--- src/rtl/swam_div.sv ---
// Radix-2 restoring divider: signed dividend by unsigned divisor,
// quotient truncated toward zero, one quotient bit per cycle.
// Standalone; used by sliding_window_avg_minmax.
module swam_div #(
    parameter int DVD_BITS = 26,
    parameter int DVS_BITS = 11
) (
    input  logic                       i_clk,
    input  logic                       i_rst_n,
    input  logic                       i_start,
    input  logic signed [DVD_BITS-1:0] i_dividend,
    input  logic        [DVS_BITS-1:0] i_divisor,
    output logic                       o_done,
    output logic signed [DVD_BITS-1:0] o_quotient
);

    localparam int CNT_BITS = $clog2(DVD_BITS + 1);

    logic                r_busy;
    logic [CNT_BITS-1:0] r_cnt;
    logic [DVD_BITS-1:0] r_mag;
    logic [DVS_BITS-1:0] r_rem;
    logic [DVS_BITS-1:0] r_dvs;
    logic                r_neg;

    logic [DVS_BITS:0]   n_trial;
    logic                n_qbit;
    logic [DVS_BITS-1:0] n_rem;

    always_comb begin
        n_trial = {r_rem, r_mag[DVD_BITS-1]};
        n_qbit  = (n_trial >= {1'b0, r_dvs});
        if (n_qbit) begin
            n_rem = DVS_BITS'(n_trial - {1'b0, r_dvs});
        end else begin
            n_rem = n_trial[DVS_BITS-1:0];
        end
    end

    always_ff @(posedge i_clk) begin
        if (!i_rst_n) begin
            r_busy <= 1'b0;
            r_cnt  <= '0;
        end else if (i_start) begin
            r_busy <= 1'b1;
            r_cnt  <= CNT_BITS'(DVD_BITS);
            r_neg  <= i_dividend[DVD_BITS-1];
            r_mag  <= i_dividend[DVD_BITS-1] ? DVD_BITS'(-i_dividend) : i_dividend;
            r_dvs  <= i_divisor;
            r_rem  <= '0;
        end else if (r_busy) begin
            r_mag <= {r_mag[DVD_BITS-2:0], n_qbit};
            r_rem <= n_rem;
            r_cnt <= r_cnt - 1'b1;
            if (r_cnt == CNT_BITS'(1)) begin
                r_busy <= 1'b0;
            end
        end
    end

    assign o_done     = !r_busy;
    assign o_quotient = r_neg ? DVD_BITS'(-$signed(r_mag)) : $signed(r_mag);

endmodule

--- config.mk ---
export PLATFORM = sky130hd
export DESIGN_NAME = swam_div
export DESIGN_NICKNAME = d
export VERILOG_FILES = /design/src/rtl/swam_div.sv
export SDC_FILE = /design/constraint.sdc
export NUM_CORES = 1
export LEC_CHECK = 0
export BUFFER_PORTS_ARGS = -buffer_cell sky130_fd_sc_hd__clkbuf_2
export CAP_MARGIN = 20
export CORE_MARGIN = 10
export CORE_UTILIZATION = 25
export DETAILED_ROUTE_END_ITERATION = 10
export PLACE_DENSITY = 0.48
export SYNTH_ARGS = -nofsm -noshare
export SYNTH_HDL_FRONTEND = slang
export SYNTH_SLANG_ARGS = --single-unit
--- constraint.sdc ---
create_clock -name i_clk -period 2.42 [get_ports i_clk]
set_input_delay 0.242 -clock i_clk [delete_from_list [all_inputs] [get_ports i_clk]]
set_output_delay 0.242 -clock i_clk [all_outputs]
set_load 0.01 [all_outputs]
-- After elaboration in Yosys (flattened, before gate mapping)
Cells that the tools add are included.
- register bits after elaboration: 55
- input port bits: 40
- word-level logic and storage cells: 30
- $add $sub $neg: 4
- order comparisons: 1
- equality and inequality tests: 1
- muxes and demuxes: 11
- bitwise logic cells: 1
- reduce and logical (&&, ||, !) cells: 5
- operators with widths (operator ; number):
    26-bit two-way mux ; 4
    26-bit negation ; 2
    11-bit two-way mux ; 2
    12-bit by 11-bit >= comparator with 1-bit output ; 1
    11-bit subtractor ; 1
    5-bit two-way mux ; 2
    5-bit by 1-bit equality test with 1-bit output, second input constant ; 1
    5-bit by 1-bit subtractor with 5-bit output, second input constant ; 1
    2-bit AND reduction ; 2
    1-bit two-way mux ; 3
    2-bit nonzero test ; 1
    2-bit OR reduction ; 1
    1-bit logical NOT ; 1
    1-bit NOT ; 1

-- Logic depth before layout (Yosys ltp)
- depth after elaboration: 4
- gate-level depth with buffers: 10

-- Worst setup path after synthesis
No wires, ideal clock.
- kind: reg2reg
- start point: register r_mag[25]
- end point: register r_rem[10] (data pin)
- library setup time: 0.176 ns
- data arrival time: 2.287 ns
- required time: 2.244 ns
- slack: -0.043 ns
- cell stages (with the launch flop): 10
- buffers on the path: 0
- period minus slack after synthesis: 2.463 ns
- cells stage by stage: edfxtp_1 inv_1 ha_1 fa_1 nand2b_1 a21oi_1 o21ai_1 nor3b_2 or3_1 o32ai_1
- cells in the longest elaborated chain, start to end: 3
- elaborated cells between the ends (all ways): 4
- classes of those cells: 1 x add/sub; 1 x order compare; 2 x mux
- ends and longest elaborated chain (element ; line ; RTL):
    start: declaration ; 21 ; logic [DVD_BITS-1:0] r_mag;
    start signal: assignment ; 48 ; r_mag <= i_dividend[DVD_BITS-1] ? DVD_BITS'(-i_dividend) : i_dividend;
    start signal: assignment ; 52 ; r_mag <= {r_mag[DVD_BITS-2:0], n_qbit};
    11-bit subtractor / 12-bit by 11-bit >= comparator with 1-bit output (equally long branches) ; 34, 32 ;
    11-bit two-way mux * ; 33 ; if (n_qbit) begin
    11-bit two-way mux * ; 51 ; end else if (r_busy) begin
    end signal: assignment ; 53 ; r_rem <= n_rem;
    end: declaration ; 22 ; logic [DVS_BITS-1:0] r_rem;
Mark *: on every way between the ends. The rest lies on a longest branch, timed or not. The select of a mux whose other input is x is not followed.
A chain may end at the register's enable or synchronous reset.

-- Worst setup path after layout
- start point: register r_mag[19]
- end point: output port o_quotient[25]
- cells in the longest elaborated chain, start to end: 2
- ends and longest elaborated chain (element ; line ; RTL):
    26-bit negation ; 62 ; assign o_quotient = r_neg ? DVD_BITS'(-$signed(r_mag)) : $signed(r_mag);
    26-bit two-way mux ; 62 ;
    end: declaration ; 14 ; output logic signed [DVD_BITS-1:0] o_quotient
Every way passes these cells.

==> flow_summary.toml <==
[run_status]
status = "finished, violations left"
violations = "negative setup slack"

[drt]
ant_nets = 0
via_count = 3257
drt-pass1-iter-count = 4
post_drt_wl_per_cell_microns = 15.8
drc = 0
routed_via_density = 4.75
routed_wl_microns = 10800
drt_iter0_drc = 205

[clock_tree]
clk_latency_ps = 310
cts_tree = "yes"
hold_buffers = 0
cts_buffers = 5
clk_path_buf_depth = 2
htree_levels = 2
cts-root-buf = "clkbuf_16"
clkTransAtPathRegs_ps = 80
clkSinkCount = 55

[sta]
relSlewSlack_pct = 58.8
finalWorstSetupSlack_ps = -46.1
post-route-min-period_ps = 2470
tightest_slew_ps = 612
rsz0062_at_grt = "yes"
finalSetupViolCount = 1
fin_crit_sh_pct = 102
final_max_slew_viol_count = 0
fin_setup_tns_ps = -46.1
clock_skew_ps = 7.84
max_freq_mhz = 406
whs_ps = 105
final-hold-violation-count = 0

[logic_synthesis]
post_synth_fa_ha_maj_area_fraction_pct = 5.46
syn_area_sq_um = 3800
yosysWarnings = 0
synth-simple-area-share_pct = 16.5
synth_seq_cells = 55
synth_top_family_by_area = "compound AO/OA/AOI/OAI gates"
synthXorXnorAreaFrac_pct = 13.1
syn_nets = 468
avgSynthCellArea_sq_um = 9.24
ys_seq_area_share_pct = 41.8
synth_mux_area_share_pct = 0.855
synthCells = 412
synth_compound_area_share_pct = 18.1
synth_edf_count = 49
ys.flop_type = "edfxtp_1"
yosys.area.top_type = "edfxtp_1"
synth_top_area_share_pct = 38.7
synth.area.top_cells = "edfxtp_1 39%, xor2_1 9.0%, a21oi_1 5.1%, ha_1 4.9%, o21ai_0 4.5%"
async_reset_ff_share_pct = 0
synth.distinct_cells = 46

[worst_setup_path]
crit_path_end_kind = "output pin"
path_max_fanout = 3
cp-start-kind = "flop"
critPathMaxStageDelay_ps = 550
worstPathRequired_ps = 2180
cp_data_arrival_time_ps = 2220
cp_slowest_cell = "or4_4"
worstSetupPathType = "flop to output pin"
path_cells = "or4_4 > or3_4 > o41ai_2 > nand2_1 > xnor2_2 > buf_2"

[placement]
dp_cells = 673
hpwl_microns = 8280
place_area_sq_um = 4510
routabilityCongestion = 0.875
port_buffers = 66

[grt]
grt_use_total_pct = 10.6
grt_max_degree = 46
grt_pass1_vias = 3302
overflow = 0
grt_pass1_wl_microns = 17400
antenna_found_initial = 0

[finish]
nets = 553
stdcell_area_sq_um = 4840
num_antenna_cells = 0
nFillCells = 1591
final_cells = 686
fin_util_pct = 32.2
syn_to_final_growth_pct = 27.3
drive_gt1_share_pct = 27.3

[die]
ios = 67
fp-row-count = 45
core_area_sq_um = 15000
die_w_microns = 143
dieArea_sq_um = 20600
initial_core_util_pct = 25.3
die_h_microns = 143

[power_and_ir_drop]
powerDensity_nw_per_um2 = 605
power_leakage_nw = 1.90
peakVddDrop_mv = 0.245

[flow_run]
drv_cap = 0

[worst_hold_path]
hp-class = "input pin to flop"
worst paths after layout:
kind / from / slack, ps / end / depth (start not counted)
worst max-delay path: r_mag[19] / -50 / o_quotient[25] / 6
worst max register to register: r_mag[25] / 70 / r_rem[10] / 9
worst min-delay path: i_divisor[10] / 100 / r_dvs[10] / 1
worst min register to register: r_cnt[4] / 540 / r_busy / 2
cell type report:
type / count / area, sq um / area share (%)
inverter: 23 / 86.3 / 1.78
multi-input combinational: 316 / 2180 / 45.1
clock inverter: 3 / 47.5 / 0.982
timing repair buffer: 96 / 576 / 11.9
clock buffer: 5 / 125 / 2.58
sequential: 55 / 1590 / 32.9
tap: 188 / 235 / 4.86
registers in the layout (all words and copies together) (netlist names):
register and flops:
r_busy 1, r_cnt 5, r_dvs 11, r_mag 26, r_neg 1, r_rem 11
placed cells by master (no fill, tap or decap), types with 3 or more instances in the layout:
master / n
a21oi_1: 37
nand3_1: 4
or3_1: 12
xor2_1: 39
or3_4: 5
nor2_1: 39
edfxtp_1: 49
buf_4: 27
clkbuf_2: 63
o21ai_0: 30
nor4_1: 5
o31ai_1: 9
o211ai_1: 5
buf_2: 3
ha_1: 14
o41ai_1: 6
xnor2_1: 17
clkbuf_16: 5
o21a_1: 5
inv_1: 22
nand2b_1: 9
o21ai_1: 5
dfxtp_1: 6
nand2_1: 34
repair_timing:
| item | in CTS | in global routing |
|---|---|---|
| setup endpoints to repair | 18 | 27 |
| pin swaps | 6 | 8 |
| buffers inserted | 2 | 3 |
| gates resized for setup | 10 | 25 |
layer usage:
layer	GRT usage, %	vias up	wire length [microns]
met1	13.8	1518	5000
li1	-	1645	-
met5	0	-	0
met4	2.74	0	104
met3	3.14	8	691
met2	16.8	86	5050
synth_stat cells (6+ instances only):
| cell type | instances |
|---|---|
| a21oi_1 | 39 |
| clkbuf_1 | 15 |
| dfxtp_1 | 6 |
| edfxtp_1 | 49 |
| ha_1 | 15 |
| inv_1 | 23 |
| nand2_1 | 34 |
| nand2b_1 | 10 |
| nor2_1 | 40 |
| o21ai_0 | 34 |
| o31ai_1 | 10 |
| o41ai_1 | 8 |
| or3_1 | 15 |
| xnor2_1 | 18 |
| xor2_1 | 39 |
worst max-delay path, delay by kind of cell (launching register included):
family	cells	cell delay (ps)
simple gates	3	1040
xor+xnor	1	150
buf+inv	1	140
flops	1	380
compound gates	1	210
per-stage QoR:
stage	setup WS, ps	total power, mW
after detailed placement	-112	2.01
after global routing	-128	3.10
after CTS	-84.9	2.91
final	-46.1	2.93
after global placement	2.59	2.01
after floorplan	18.2	1.71
cells by family (layout without fill, tap and decap cells):
kind of cell,after synthesis,in the layout
XOR/XNOR,57,57
multiplexers,3,3
flip-flops,55,55
adder cells (fa/ha/maj),16,16
AO/OA/AOI/OAI,113,113
buffers and inverters,41,127
AND/OR/NAND/NOR,127,127
report_power, final:
group / switching (mW) / internal [mW]
logic: 0.479 / 0.379
clock network: 0.378 / 0.495
registers: 0.0619 / 1.14
total: 0.919 / 2.01
Power figures use the tool's default switching activity.
